==> src/hw/rtl/handle_table_with_id_recycling_unit_assert.svh <==
// Assertion macros shared by the handle table RTL modules.
// Each macro expects signals named clk and rst_n in the module that uses it.
`ifndef HANDLE_TABLE_WITH_ID_RECYCLING_UNIT_ASSERT_SVH
`define HANDLE_TABLE_WITH_ID_RECYCLING_UNIT_ASSERT_SVH

// Same-cycle implication, checked outside of reset.
`define HTIR_ASSERT_NOW(label, ante, cons, msg) \
  label: assert property (@(posedge clk) disable iff (!rst_n) (ante) |-> (cons)) \
    else $error(msg);

// Next-cycle implication, checked outside of reset.
`define HTIR_ASSERT_NEXT(label, ante, cons, msg) \
  label: assert property (@(posedge clk) disable iff (!rst_n) (ante) |=> (cons)) \
    else $error(msg);

`endif

==> src/hw/rtl/htir_pkg.sv <==
// Package for the handle table with identifier recycling.
// Holds field widths, command and status codes and the controller/datapath structs.
`default_nettype none

package htir_pkg;

  localparam int SLOTS_DEF = 64;
  localparam int CMD_W     = 3;
  localparam int HANDLE_W  = 6;
  localparam int DIR_W     = 8;
  localparam int COORD_W   = 16;
  localparam int COLOUR_W  = 8;
  localparam int STATUS_W  = 2;
  localparam int LIVE_W    = 6;
  localparam int FIELDS_W  = DIR_W + 2 * COORD_W + COLOUR_W;

  // Command codes carried on the input channel.
  typedef enum logic [CMD_W-1:0] {
    CMD_ALLOC  = 3'd0,
    CMD_FREE   = 3'd1,
    CMD_LOOKUP = 3'd2,
    CMD_LIST   = 3'd3,
    CMD_CLEAR  = 3'd4
  } htir_cmd_t;

  // Result status codes.
  typedef enum logic [STATUS_W-1:0] {
    STS_OK         = 2'd0,
    STS_FULL       = 2'd1,
    STS_NO_ENTRY   = 2'd2,
    STS_LIST_EMPTY = 2'd3
  } htir_status_t;

  // One result transaction.
  typedef struct packed {
    logic [STATUS_W-1:0] status;
    logic [HANDLE_W-1:0] handle_out;
    logic [DIR_W-1:0]    dir_out;
    logic [COORD_W-1:0]  x_out;
    logic [COORD_W-1:0]  y_out;
    logic [COLOUR_W-1:0] colour_out;
    logic [LIVE_W-1:0]   live_count;
    logic                last;
  } htir_result_t;

  // Commands from the controller to the datapath.
  typedef struct packed {
    logic accept;
    logic exec;
    logic scan_emit;
    logic scan_skip;
    logic scan_empty;
  } htir_ctl_t;

  // Status from the datapath to the controller.
  typedef struct packed {
    logic out_free;
    logic scan_live;
    logic scan_end;
    logic scan_found;
  } htir_sts_t;

endpackage

`default_nettype wire

==> src/hw/rtl/htir_if.sv <==
// Valid/ready channel interfaces for the handle table's command and result streams.
// Depends on htir_pkg for the field widths.
`default_nettype none

interface htir_in_if;
  logic                          valid;
  logic                          ready;
  logic [htir_pkg::CMD_W-1:0]    cmd;
  logic [htir_pkg::HANDLE_W-1:0] handle;
  logic [htir_pkg::DIR_W-1:0]    dir_in;
  logic [htir_pkg::COORD_W-1:0]  x_in;
  logic [htir_pkg::COORD_W-1:0]  y_in;
  logic [htir_pkg::COLOUR_W-1:0] colour_in;

  modport source (output valid, cmd, handle, dir_in, x_in, y_in, colour_in, input ready);
  modport sink   (input valid, cmd, handle, dir_in, x_in, y_in, colour_in, output ready);
endinterface

interface htir_out_if;
  logic                          valid;
  logic                          ready;
  logic [htir_pkg::STATUS_W-1:0] status;
  logic [htir_pkg::HANDLE_W-1:0] handle_out;
  logic [htir_pkg::DIR_W-1:0]    dir_out;
  logic [htir_pkg::COORD_W-1:0]  x_out;
  logic [htir_pkg::COORD_W-1:0]  y_out;
  logic [htir_pkg::COLOUR_W-1:0] colour_out;
  logic [htir_pkg::LIVE_W-1:0]   live_count;
  logic                          last;

  modport source (output valid, status, handle_out, dir_out, x_out, y_out, colour_out,
                  live_count, last, input ready);
  modport sink   (input valid, status, handle_out, dir_out, x_out, y_out, colour_out,
                  live_count, last, output ready);
endinterface

`default_nettype wire

==> src/hw/rtl/handle_table_with_id_recycling_unit.sv <==
// Top level of the handle table with identifier recycling.
// Depends on htir_pkg, htir_if, htir_ctrl and htir_dp.
//
// Usage: commands arrive on in_ch (valid/ready), results leave on out_ch
// (valid/ready). A transaction is taken when valid and ready are both high.
// Allocate, free, lookup and clear give one result each: the command and the
// registered reads of the slot memory and free stack are latched when it is
// taken, the result is loaded into the output register from the execute state
// once that register is free, and only then is the next command taken.
// List scans the live bits one slot per cycle from handle 1 up, holding on a
// live handle while the output register is still full, and emits one result
// per live handle with last set on the final one, or one empty-list result.
// Unknown command codes are taken and give no result.
// When the receiver holds ready low, the result stays in the output register
// and the block waits before loading the next one; a new command is still
// taken while the previous result waits. Reset (synchronous, active low)
// empties the table: no live handles, empty free stack, next handle one.
// Slot and stack memories need no clearing pass.
`default_nettype none

module handle_table_with_id_recycling_unit #(
  parameter int SLOTS = htir_pkg::SLOTS_DEF
) (
  input wire logic clk,
  input wire logic rst_n,
  htir_in_if.sink  in_ch,
  htir_out_if.source out_ch
);

  htir_pkg::htir_ctl_t    ctl;
  htir_pkg::htir_sts_t    sts;
  htir_pkg::htir_result_t out_data;
  logic                   out_valid;

  htir_ctrl u_ctrl (
    .clk      (clk),
    .rst_n    (rst_n),
    .in_valid (in_ch.valid),
    .in_cmd   (in_ch.cmd),
    .in_ready (in_ch.ready),
    .sts      (sts),
    .ctl      (ctl)
  );

  htir_dp #(
    .SLOTS (SLOTS)
  ) u_dp (
    .clk       (clk),
    .rst_n     (rst_n),
    .ctl       (ctl),
    .sts       (sts),
    .in_cmd    (in_ch.cmd),
    .in_handle (in_ch.handle),
    .in_dir    (in_ch.dir_in),
    .in_x      (in_ch.x_in),
    .in_y      (in_ch.y_in),
    .in_colour (in_ch.colour_in),
    .out_valid (out_valid),
    .out_ready (out_ch.ready),
    .out_data  (out_data)
  );

  // Result channel drive.
  assign out_ch.valid      = out_valid;
  assign out_ch.status     = out_data.status;
  assign out_ch.handle_out = out_data.handle_out;
  assign out_ch.dir_out    = out_data.dir_out;
  assign out_ch.x_out      = out_data.x_out;
  assign out_ch.y_out      = out_data.y_out;
  assign out_ch.colour_out = out_data.colour_out;
  assign out_ch.live_count = out_data.live_count;
  assign out_ch.last       = out_data.last;

endmodule

`default_nettype wire

==> src/hw/rtl/htir_dp.sv <==
// Datapath of the handle table: slot memory, free stack, live bits, counters,
// list scanner and the result register. Depends on htir_pkg and the assertion header.
`default_nettype none

`include "handle_table_with_id_recycling_unit_assert.svh"

module htir_dp #(
  parameter int SLOTS = htir_pkg::SLOTS_DEF
) (
  input  wire logic                          clk,
  input  wire logic                          rst_n,
  input  wire htir_pkg::htir_ctl_t           ctl,
  output      htir_pkg::htir_sts_t           sts,
  input  wire logic [htir_pkg::CMD_W-1:0]    in_cmd,
  input  wire logic [htir_pkg::HANDLE_W-1:0] in_handle,
  input  wire logic [htir_pkg::DIR_W-1:0]    in_dir,
  input  wire logic [htir_pkg::COORD_W-1:0]  in_x,
  input  wire logic [htir_pkg::COORD_W-1:0]  in_y,
  input  wire logic [htir_pkg::COLOUR_W-1:0] in_colour,
  output      logic                          out_valid,
  input  wire logic                          out_ready,
  output      htir_pkg::htir_result_t        out_data
);

  localparam int IW = (SLOTS > 1) ? $clog2(SLOTS) : 1;
  localparam int CW = IW + 1;
  localparam int HW = htir_pkg::HANDLE_W;
  localparam logic [CW-1:0] SLOTS_C  = CW'(SLOTS);
  localparam logic [HW:0]   SLOTS_H  = (HW + 1)'(SLOTS);

  // Storage: slot fields and the free stack have no reset.
  logic [htir_pkg::FIELDS_W-1:0] fields_mem [SLOTS];
  logic [HW-1:0]                 stack_mem  [SLOTS];

  // Latched command transaction and registered memory reads.
  logic [htir_pkg::CMD_W-1:0]    cmd_r;
  logic [HW-1:0]                 handle_r;
  logic [htir_pkg::FIELDS_W-1:0] fields_r;
  logic [htir_pkg::FIELDS_W-1:0] fields_q_r;
  logic [HW-1:0]                 stack_q_r;

  // Table state.
  logic [SLOTS-1:0]              live_r, live_nxt;
  logic [CW-1:0]                 free_depth_r, free_depth_nxt;
  logic [CW-1:0]                 next_fresh_r, next_fresh_nxt;
  logic [htir_pkg::LIVE_W-1:0]   live_total_r, live_total_nxt;
  logic [CW-1:0]                 scan_idx_r, scan_idx_nxt;
  logic                          found_r, found_nxt;

  // Result register.
  logic                          out_valid_r;
  htir_pkg::htir_result_t        out_q_r;

  logic                          load;
  htir_pkg::htir_result_t        res;
  logic                          alloc_we;
  logic [IW-1:0]                 alloc_idx;
  logic                          stack_we;
  logic                          handle_ok;
  logic [CW-1:0]                 depth_m1;
  logic [SLOTS-1:0]              above;
  logic                          above_any;

  assign depth_m1 = free_depth_r - CW'(1);

  // A handle is usable when it is nonzero, in range and live.
  assign handle_ok = (handle_r != '0) && ({1'b0, handle_r} < SLOTS_H) &&
                     live_r[handle_r[IW-1:0]];

  // Live handles above the scan position decide the last flag of a listed handle.
  always_comb begin
    for (int i = 0; i < SLOTS; i++) begin
      above[i] = live_r[i] && (CW'(i) > scan_idx_r);
    end
  end
  assign above_any = |above;

  // Status to the controller.
  assign sts.out_free   = !out_valid_r || out_ready;
  assign sts.scan_end   = (scan_idx_r == SLOTS_C);
  assign sts.scan_live  = !sts.scan_end && live_r[scan_idx_r[IW-1:0]];
  assign sts.scan_found = found_r;

  // Operation logic: executes the latched command or one scan step.
  always_comb begin
    live_nxt       = live_r;
    free_depth_nxt = free_depth_r;
    next_fresh_nxt = next_fresh_r;
    live_total_nxt = live_total_r;
    scan_idx_nxt   = scan_idx_r;
    found_nxt      = found_r;
    alloc_we       = 1'b0;
    alloc_idx      = '0;
    stack_we       = 1'b0;
    load           = 1'b0;
    res            = '0;
    res.status     = htir_pkg::STS_OK;
    res.last       = 1'b1;

    if (ctl.exec) begin
      load = 1'b1;
      case (htir_pkg::htir_cmd_t'(cmd_r))
        htir_pkg::CMD_ALLOC: begin
          if (free_depth_r != '0) begin
            alloc_idx      = stack_q_r[IW-1:0];
            free_depth_nxt = depth_m1;
            alloc_we       = 1'b1;
          end else if (next_fresh_r < SLOTS_C) begin
            alloc_idx      = next_fresh_r[IW-1:0];
            next_fresh_nxt = next_fresh_r + CW'(1);
            alloc_we       = 1'b1;
          end else begin
            res.status = htir_pkg::STS_FULL;
          end
          if (alloc_we) begin
            live_nxt[alloc_idx] = 1'b1;
            live_total_nxt      = live_total_r + htir_pkg::LIVE_W'(1);
            res.handle_out      = HW'(alloc_idx);
          end
        end
        htir_pkg::CMD_FREE: begin
          res.handle_out = handle_r;
          if (handle_ok && (free_depth_r < SLOTS_C)) begin
            live_nxt[handle_r[IW-1:0]] = 1'b0;
            stack_we                   = 1'b1;
            free_depth_nxt             = free_depth_r + CW'(1);
            if (live_total_r != '0) begin
              live_total_nxt = live_total_r - htir_pkg::LIVE_W'(1);
            end
          end else begin
            res.status = htir_pkg::STS_NO_ENTRY;
          end
        end
        htir_pkg::CMD_LOOKUP: begin
          res.handle_out = handle_r;
          if (handle_ok) begin
            {res.dir_out, res.x_out, res.y_out, res.colour_out} = fields_q_r;
          end else begin
            res.status = htir_pkg::STS_NO_ENTRY;
          end
        end
        htir_pkg::CMD_CLEAR: begin
          live_nxt       = '0;
          free_depth_nxt = '0;
          next_fresh_nxt = CW'(1);
          live_total_nxt = '0;
        end
        default: begin
          load = 1'b0;
        end
      endcase
    end

    // List scan: emit a live handle, skip a dead one, or report an empty table.
    if (ctl.scan_emit) begin
      load           = 1'b1;
      res.handle_out = HW'(scan_idx_r);
      res.last       = !above_any;
      scan_idx_nxt   = scan_idx_r + CW'(1);
      found_nxt      = 1'b1;
    end
    if (ctl.scan_skip) begin
      scan_idx_nxt = scan_idx_r + CW'(1);
    end
    if (ctl.scan_empty) begin
      load       = 1'b1;
      res.status = htir_pkg::STS_LIST_EMPTY;
    end
    if (ctl.accept) begin
      scan_idx_nxt = CW'(1);
      found_nxt    = 1'b0;
    end

    res.live_count = live_total_nxt;
  end

  // Input latch and registered memory reads, taken when a transaction is accepted.
  always_ff @(posedge clk) begin
    if (ctl.accept) begin
      cmd_r      <= in_cmd;
      handle_r   <= in_handle;
      fields_r   <= {in_dir, in_x, in_y, in_colour};
      fields_q_r <= fields_mem[in_handle[IW-1:0]];
      stack_q_r  <= stack_mem[depth_m1[IW-1:0]];
    end
  end

  // Memory writes.
  always_ff @(posedge clk) begin
    if (alloc_we) begin
      fields_mem[alloc_idx] <= fields_r;
    end
    if (stack_we) begin
      stack_mem[free_depth_r[IW-1:0]] <= handle_r;
    end
  end

  // Table state and scan control.
  always_ff @(posedge clk) begin
    if (!rst_n) begin
      live_r       <= '0;
      free_depth_r <= '0;
      next_fresh_r <= CW'(1);
      live_total_r <= '0;
      scan_idx_r   <= CW'(1);
      found_r      <= 1'b0;
    end else begin
      live_r       <= live_nxt;
      free_depth_r <= free_depth_nxt;
      next_fresh_r <= next_fresh_nxt;
      live_total_r <= live_total_nxt;
      scan_idx_r   <= scan_idx_nxt;
      found_r      <= found_nxt;
    end
  end

  // Result register: holds a result until the receiver takes it.
  always_ff @(posedge clk) begin
    if (!rst_n) begin
      out_valid_r <= 1'b0;
    end else if (load) begin
      out_valid_r <= 1'b1;
    end else if (out_ready) begin
      out_valid_r <= 1'b0;
    end
  end

  always_ff @(posedge clk) begin
    if (load) begin
      out_q_r <= res;
    end
  end

  assign out_valid = out_valid_r;
  assign out_data  = out_q_r;

  // Every handle ever issued is either live or on the free stack.
  `HTIR_ASSERT_NOW(a_handle_conservation, 1'b1,
    (8'(free_depth_r) + 8'(live_total_r) + 8'd1) == 8'(next_fresh_r),
    "issued handles are neither live nor free")
  // The live counter matches the live bits.
  `HTIR_ASSERT_NOW(a_live_count_match, 1'b1,
    $countones(live_r) == int'(live_total_r), "live counter disagrees with live bits")
  // The reserved handle is never live.
  `HTIR_ASSERT_NOW(a_reserved_handle, 1'b1, !live_r[0], "reserved handle became live")
  // A new result is never loaded over one that the receiver has not taken.
  `HTIR_ASSERT_NOW(a_no_overwrite, load, sts.out_free, "result register overwritten")

endmodule

`default_nettype wire

==> src/hw/rtl/htir_ctrl.sv <==
// Controller state machine of the handle table: sequences accept, execute and list scan.
// Depends on htir_pkg and the assertion header.
`default_nettype none

`include "handle_table_with_id_recycling_unit_assert.svh"

module htir_ctrl (
  input  wire logic                       clk,
  input  wire logic                       rst_n,
  input  wire logic                       in_valid,
  input  wire logic [htir_pkg::CMD_W-1:0] in_cmd,
  output      logic                       in_ready,
  input  wire htir_pkg::htir_sts_t        sts,
  output      htir_pkg::htir_ctl_t        ctl
);

  typedef enum logic [2:0] {
    ST_IDLE = 3'b001,
    ST_EXEC = 3'b010,
    ST_LIST = 3'b100
  } htir_state_t;

  htir_state_t state_r, state_nxt;

  // Next-state and command decode.
  always_comb begin
    state_nxt = state_r;
    ctl       = '0;
    in_ready  = 1'b0;
    case (state_r)
      ST_IDLE: begin
        in_ready = 1'b1;
        if (in_valid) begin
          ctl.accept = 1'b1;
          case (htir_pkg::htir_cmd_t'(in_cmd))
            htir_pkg::CMD_ALLOC,
            htir_pkg::CMD_FREE,
            htir_pkg::CMD_LOOKUP,
            htir_pkg::CMD_CLEAR: state_nxt = ST_EXEC;
            htir_pkg::CMD_LIST:  state_nxt = ST_LIST;
            default:             state_nxt = ST_IDLE;
          endcase
        end
      end
      ST_EXEC: begin
        if (sts.out_free) begin
          ctl.exec  = 1'b1;
          state_nxt = ST_IDLE;
        end
      end
      ST_LIST: begin
        if (sts.scan_end) begin
          if (sts.scan_found) begin
            state_nxt = ST_IDLE;
          end else if (sts.out_free) begin
            ctl.scan_empty = 1'b1;
            state_nxt      = ST_IDLE;
          end
        end else if (sts.scan_live) begin
          ctl.scan_emit = sts.out_free;
        end else begin
          ctl.scan_skip = 1'b1;
        end
      end
      default: begin
        state_nxt = ST_IDLE;
      end
    endcase
  end

  always_ff @(posedge clk) begin
    if (!rst_n) begin
      state_r <= ST_IDLE;
    end else begin
      state_r <= state_nxt;
    end
  end

  // An accepted list command starts the scan.
  `HTIR_ASSERT_NEXT(a_list_starts_scan,
    in_valid && in_ready && (in_cmd == htir_pkg::CMD_LIST), state_r == ST_LIST,
    "list command did not start a scan")
  // The scan does not end before the last slot has been visited.
  `HTIR_ASSERT_NEXT(a_scan_runs_to_end, (state_r == ST_LIST) && !sts.scan_end,
    state_r == ST_LIST, "list scan left early")

endmodule

`default_nettype wire
==> src/flat_wrapper.sv <==
// flat-port wrapper written by rule: the top's interface ports become plain ports
module handle_table_with_id_recycling_unit_flat 
#(
  parameter int SLOTS = htir_pkg::SLOTS_DEF
)
  (clk, rst_n, in_ch_valid, in_ch_cmd, in_ch_handle, in_ch_dir_in, in_ch_x_in, in_ch_y_in, in_ch_colour_in, in_ch_ready, out_ch_valid, out_ch_status, out_ch_handle_out, out_ch_dir_out, out_ch_x_out, out_ch_y_out, out_ch_colour_out, out_ch_live_count, out_ch_last, out_ch_ready);
  htir_in_if in_ch_i ();
  htir_out_if out_ch_i ();
  input wire logic clk;
  input wire logic rst_n;
  input wire logic [$bits(in_ch_i.valid)-1:0] in_ch_valid;
  input wire logic [$bits(in_ch_i.cmd)-1:0] in_ch_cmd;
  input wire logic [$bits(in_ch_i.handle)-1:0] in_ch_handle;
  input wire logic [$bits(in_ch_i.dir_in)-1:0] in_ch_dir_in;
  input wire logic [$bits(in_ch_i.x_in)-1:0] in_ch_x_in;
  input wire logic [$bits(in_ch_i.y_in)-1:0] in_ch_y_in;
  input wire logic [$bits(in_ch_i.colour_in)-1:0] in_ch_colour_in;
  output wire logic [$bits(in_ch_i.ready)-1:0] in_ch_ready;
  output wire logic [$bits(out_ch_i.valid)-1:0] out_ch_valid;
  output wire logic [$bits(out_ch_i.status)-1:0] out_ch_status;
  output wire logic [$bits(out_ch_i.handle_out)-1:0] out_ch_handle_out;
  output wire logic [$bits(out_ch_i.dir_out)-1:0] out_ch_dir_out;
  output wire logic [$bits(out_ch_i.x_out)-1:0] out_ch_x_out;
  output wire logic [$bits(out_ch_i.y_out)-1:0] out_ch_y_out;
  output wire logic [$bits(out_ch_i.colour_out)-1:0] out_ch_colour_out;
  output wire logic [$bits(out_ch_i.live_count)-1:0] out_ch_live_count;
  output wire logic [$bits(out_ch_i.last)-1:0] out_ch_last;
  input wire logic [$bits(out_ch_i.ready)-1:0] out_ch_ready;
  assign in_ch_i.valid = in_ch_valid;
  assign in_ch_i.cmd = in_ch_cmd;
  assign in_ch_i.handle = in_ch_handle;
  assign in_ch_i.dir_in = in_ch_dir_in;
  assign in_ch_i.x_in = in_ch_x_in;
  assign in_ch_i.y_in = in_ch_y_in;
  assign in_ch_i.colour_in = in_ch_colour_in;
  assign in_ch_ready = in_ch_i.ready;
  assign out_ch_valid = out_ch_i.valid;
  assign out_ch_status = out_ch_i.status;
  assign out_ch_handle_out = out_ch_i.handle_out;
  assign out_ch_dir_out = out_ch_i.dir_out;
  assign out_ch_x_out = out_ch_i.x_out;
  assign out_ch_y_out = out_ch_i.y_out;
  assign out_ch_colour_out = out_ch_i.colour_out;
  assign out_ch_live_count = out_ch_i.live_count;
  assign out_ch_last = out_ch_i.last;
  assign out_ch_i.ready = out_ch_ready;
  handle_table_with_id_recycling_unit #(.SLOTS(SLOTS)) u_core (.clk(clk), .rst_n(rst_n), .in_ch(in_ch_i), .out_ch(out_ch_i));
endmodule
==> config.mk <==
export PLATFORM = sky130hd
export DESIGN_NAME = handle_table_with_id_recycling_unit_flat
export DESIGN_NICKNAME = d
export VERILOG_FILES = /design/src/hw/rtl/htir_pkg.sv /design/src/hw/rtl/htir_if.sv /design/src/hw/rtl/handle_table_with_id_recycling_unit.sv /design/src/hw/rtl/htir_dp.sv /design/src/hw/rtl/htir_ctrl.sv /design/src/flat_wrapper.sv
export VERILOG_INCLUDE_DIRS = /design/src /design/src/hw/rtl
export SDC_FILE = /design/constraint.sdc
export NUM_CORES = 2
export LEC_CHECK = 0
export BUFFER_PORTS_ARGS = -buffer_cell sky130_fd_sc_hd__buf_2
export CAP_MARGIN = 20
export CORE_AREA = 2 2 559 561
export CTS_CLUSTER_DIAMETER = 80
export CTS_CLUSTER_SIZE = 28
export DETAILED_ROUTE_END_ITERATION = 6
export DIE_AREA = 0 0 561 563
export PLACE_DENSITY = 0.64
export SLEW_MARGIN = 20
export SYNTH_ARGS = -nofsm -noshare
export SYNTH_HDL_FRONTEND = slang
export SYNTH_SLANG_ARGS = --single-unit
==> constraint.sdc <==
create_clock -name clk -period 6.7 [get_ports clk]
set_input_delay 0.67 -clock clk [delete_from_list [all_inputs] [get_ports clk]]
set_output_delay 0.67 -clock clk [all_outputs]
set_load 0.03 [all_outputs]
==> flow_metrics.tcl <==
set metrics [dict create \
    fp.dieArea_um2 316000 \
    skew_ns 0.0550 \
    grt_max_degree 94 \
    grt_usage 0.231 \
    dr.pass1.iters 6 \
    synth.mux.area_fraction 0.181 \
    synth_cells 6378 \
    ios 126 \
    ys_top_cells_by_area "edfxtp_1 75%, mux4_2 18%, dfxtp_1 1.3%, clkbuf_1 0.64%, nor2_1 0.44%" \
    syn-cell-area_um2 145000 \
    areaGrowthSynthToFinish_pct 9.11 \
    synth_area_per_cell_um2 22.7 \
    yosys-top-cells-count "3630 x edfxtp_1, 1134 x mux4_2, 249 x clkbuf_1" \
    max_freq_mhz 211 \
    async_flop_share 0 \
    clockBufferDepth 4 \
    worstSetupStartpointType "flop" \
    power.total_w 0.0404 \
    netlist.area_leader.share 0.752 \
    critPathCaptureType "flop" \
    hold_viol_final 0 \
    slew_violations 0 \
    root_buffer "clkbuf_16" \
    synth_top_family_by_area "multiplexers" \
    synth_fa_ha_area_frac 0.00116 \
    htree_levels 4 \
    grt-ovfl-total 0 \
    setup_tns_ns 0 \
    grt_pass1_wl_um 523000 \
    drtIter0Drc 9368 \
    ys_ff_latch 3726 \
    clkTransAtPathRegs_ns 0.10 \
    synth_edf_count 3630 \
    nets 6661 \
    dp_hpwl_um 208000 \
    wirelength_um 367000 \
    start_util 0.467 \
    cts_sinks 3726 \
    setup_violations 0 \
    clkLatencyLatePin_ns 0.92 \
    coreArea_um2 310000 \
    cts-buffers-inserted 171 \
    crit_arrival_ns 5.31 \
    worst_pin_slew_ns 1.16 \
    final_layout_size_suffix_gt1_frac 0.280 \
    gp_congestion 0.874 \
    synthFlopType "edfxtp_1" \
    worstPathRequired_ns 7.28 \
    critPathKind "reg2reg" \
    power_density_nw_per_um2 255 \
    yosysWarnings 0 \
    peakVddDrop_v 0.000268 \
    power_leakage_nw 47.5 \
    synth_xor_area_frac 0.000543 \
    post-cts-setup-buffer-count 0 \
    syn-num-nets 6450 \
    rows 205 \
    crit_fanout 22 \
    die_w_um 561 \
    vias_per_cell 6.37 \
    drc_errors 0 \
    slew_headroom 0.227 \
    holdCritPathClass "in2reg" \
    ant_nets 0 \
    synth_compound_area_frac 0.0207 \
    synth_cell_types 89 \
    antenna_found_initial 11 \
    ys_seq_area_frac 0.765 \
    wl_per_cell_um 34.0 \
    status "finished clean" \
    first_global_vias 68600 \
    synth_top_area_cell "edfxtp_1" \
    min_period_ns 4.73 \
    drv_cap 0 \
    yosys.area_share.simple 0.0205 \
    cts_tree "done" \
    portBuffers 125 \
    finalCritPeriodShare 0.707 \
    vias 68900 \
    fp.dieH_um 563 \
    grt_setup_unrepaired "no" \
    synthMostInstantiatedCell "edfxtp_1" \
]
## flip-flops by register name (all words and copies together), names as in the netlist
register / count
u_core.u_dp.live_total_r: 6
u_core.u_dp.scan_idx_r: 7
u_core.u_dp.found_r: 1
u_core.u_dp.out_valid: 1
u_core.u_ctrl.state_r: 3
u_core.u_dp.next_fresh_r: 7
u_core.u_dp.stack_q_r: 6
u_core.u_dp.stack_mem: 384
u_core.u_dp.fields_mem: 3072
u_core.u_dp.live_r: 64
u_core.u_dp.fields_q_r: 48
u_core.u_dp.out_data: 63
u_core.u_dp.free_depth_r: 7
u_core.u_dp.fields_r: 48
u_core.u_dp.cmd_r: 3
u_core.u_dp.handle_r: 6
## path summary, 6_finish.rpt
check	from	depth (start not counted)	endpoint	slack, ns
worst max-delay path	u_core.u_dp.free_depth_r[5]	8	u_core.u_dp.fields_mem[24][41]	1.97
worst min-delay path	in_ch_valid	2	u_core.u_ctrl.state_r[0]	0.08
worst max register to register	u_core.u_dp.free_depth_r[5]	8	u_core.u_dp.fields_mem[24][41]	1.97
worst min register to register	u_core.u_dp.fields_q_r[26]	1	u_core.u_dp.out_data[33]	0.51
## logic make-up after synthesis
kind of cell             count (synthesis)
flip-flops                            3726
multiplexers                          1195
AND/OR/NAND/NOR                        575
AO/OA/AOI/OAI                          445
buffers and inverters                  414
adder cells (fa/ha/maj)                 14
XOR/XNOR                                 9
## through the flow
stage	utilization	hold WS, ns	setup slack (ns)	cell area [µm²]	std cells
3_3_place_gp	0.491	0.479	1.45	152000	10500
6_report	0.510	0.0785	1.97	158000	10800
5_1_grt	0.510	0.0727	1.78	158000	10800
4_1_cts	0.510	0.0102	1.34	158000	10800
3_5_place_dp	0.491	0.495	1.34	152000	10500
2_1_floorplan	-	0.460	-0.00671	145000	6378
## what timing repair did
action | 4_1_cts | 5_1_grt
hold buffers | 51 | 0
gates resized for setup | 0 | 0
hold endpoints to repair | 51 | 0
## per-layer routing
layer	wire [µm]	vias to the layer above	GRT usage
met1	149000	37700	0.330
met2	181000	3088	0.380
met5	15	-	0
met3	25500	470	0.0260
li1	-	27600	-
met4	11500	4	0.0661
## layout make-up
class / count / area (µm²)
clock inverters: 62 / 843
flip-flops and latches: 3726 / 111000
well taps: 4140 / 5180
diodes: 6 / 15.0
clock buffers: 191 / 4410
repair buffers: 422 / 3780
inverters: 30 / 113
multi-input cells: 2238 / 33000
fillers: 24000 / 152000
## report_power, final
group	total [W]	internal [W]	switching (W)	leakage (nW)
Clock	0.0125	0.00521	0.00727	2.54
Sequential	0.0258	0.0257	0.0000479	33.6
Combinational	0.00214	0.000791	0.00135	11.3
Total	0.0404	0.0318	0.00866	47.5
## critical path, cell delays in order (launching register included)
cell and delay, ns:
dfxtp_1 1.00, nor4b_4 0.12, nand2_1 0.35, mux2i_2 0.59, nand2_1 0.27, nor2_2 0.46, nand2_1 0.57, nor2_4 0.62
buf_4 0.41
## layout by cell type (no fill, tap or decap), types with 58 or more instances in the layout
cell type and n:
a21oi_1 96, buf_12 59, dfxtp_1 95, nand2_1 100
buf_4 188, nor2_1 117, clkbuf_16 173, o211ai_1 58
mux4_2 1134, edfxtp_1 3630, o21ai_0 96, buf_2 119
Note: power is estimated with default switching activity, not from simulation.
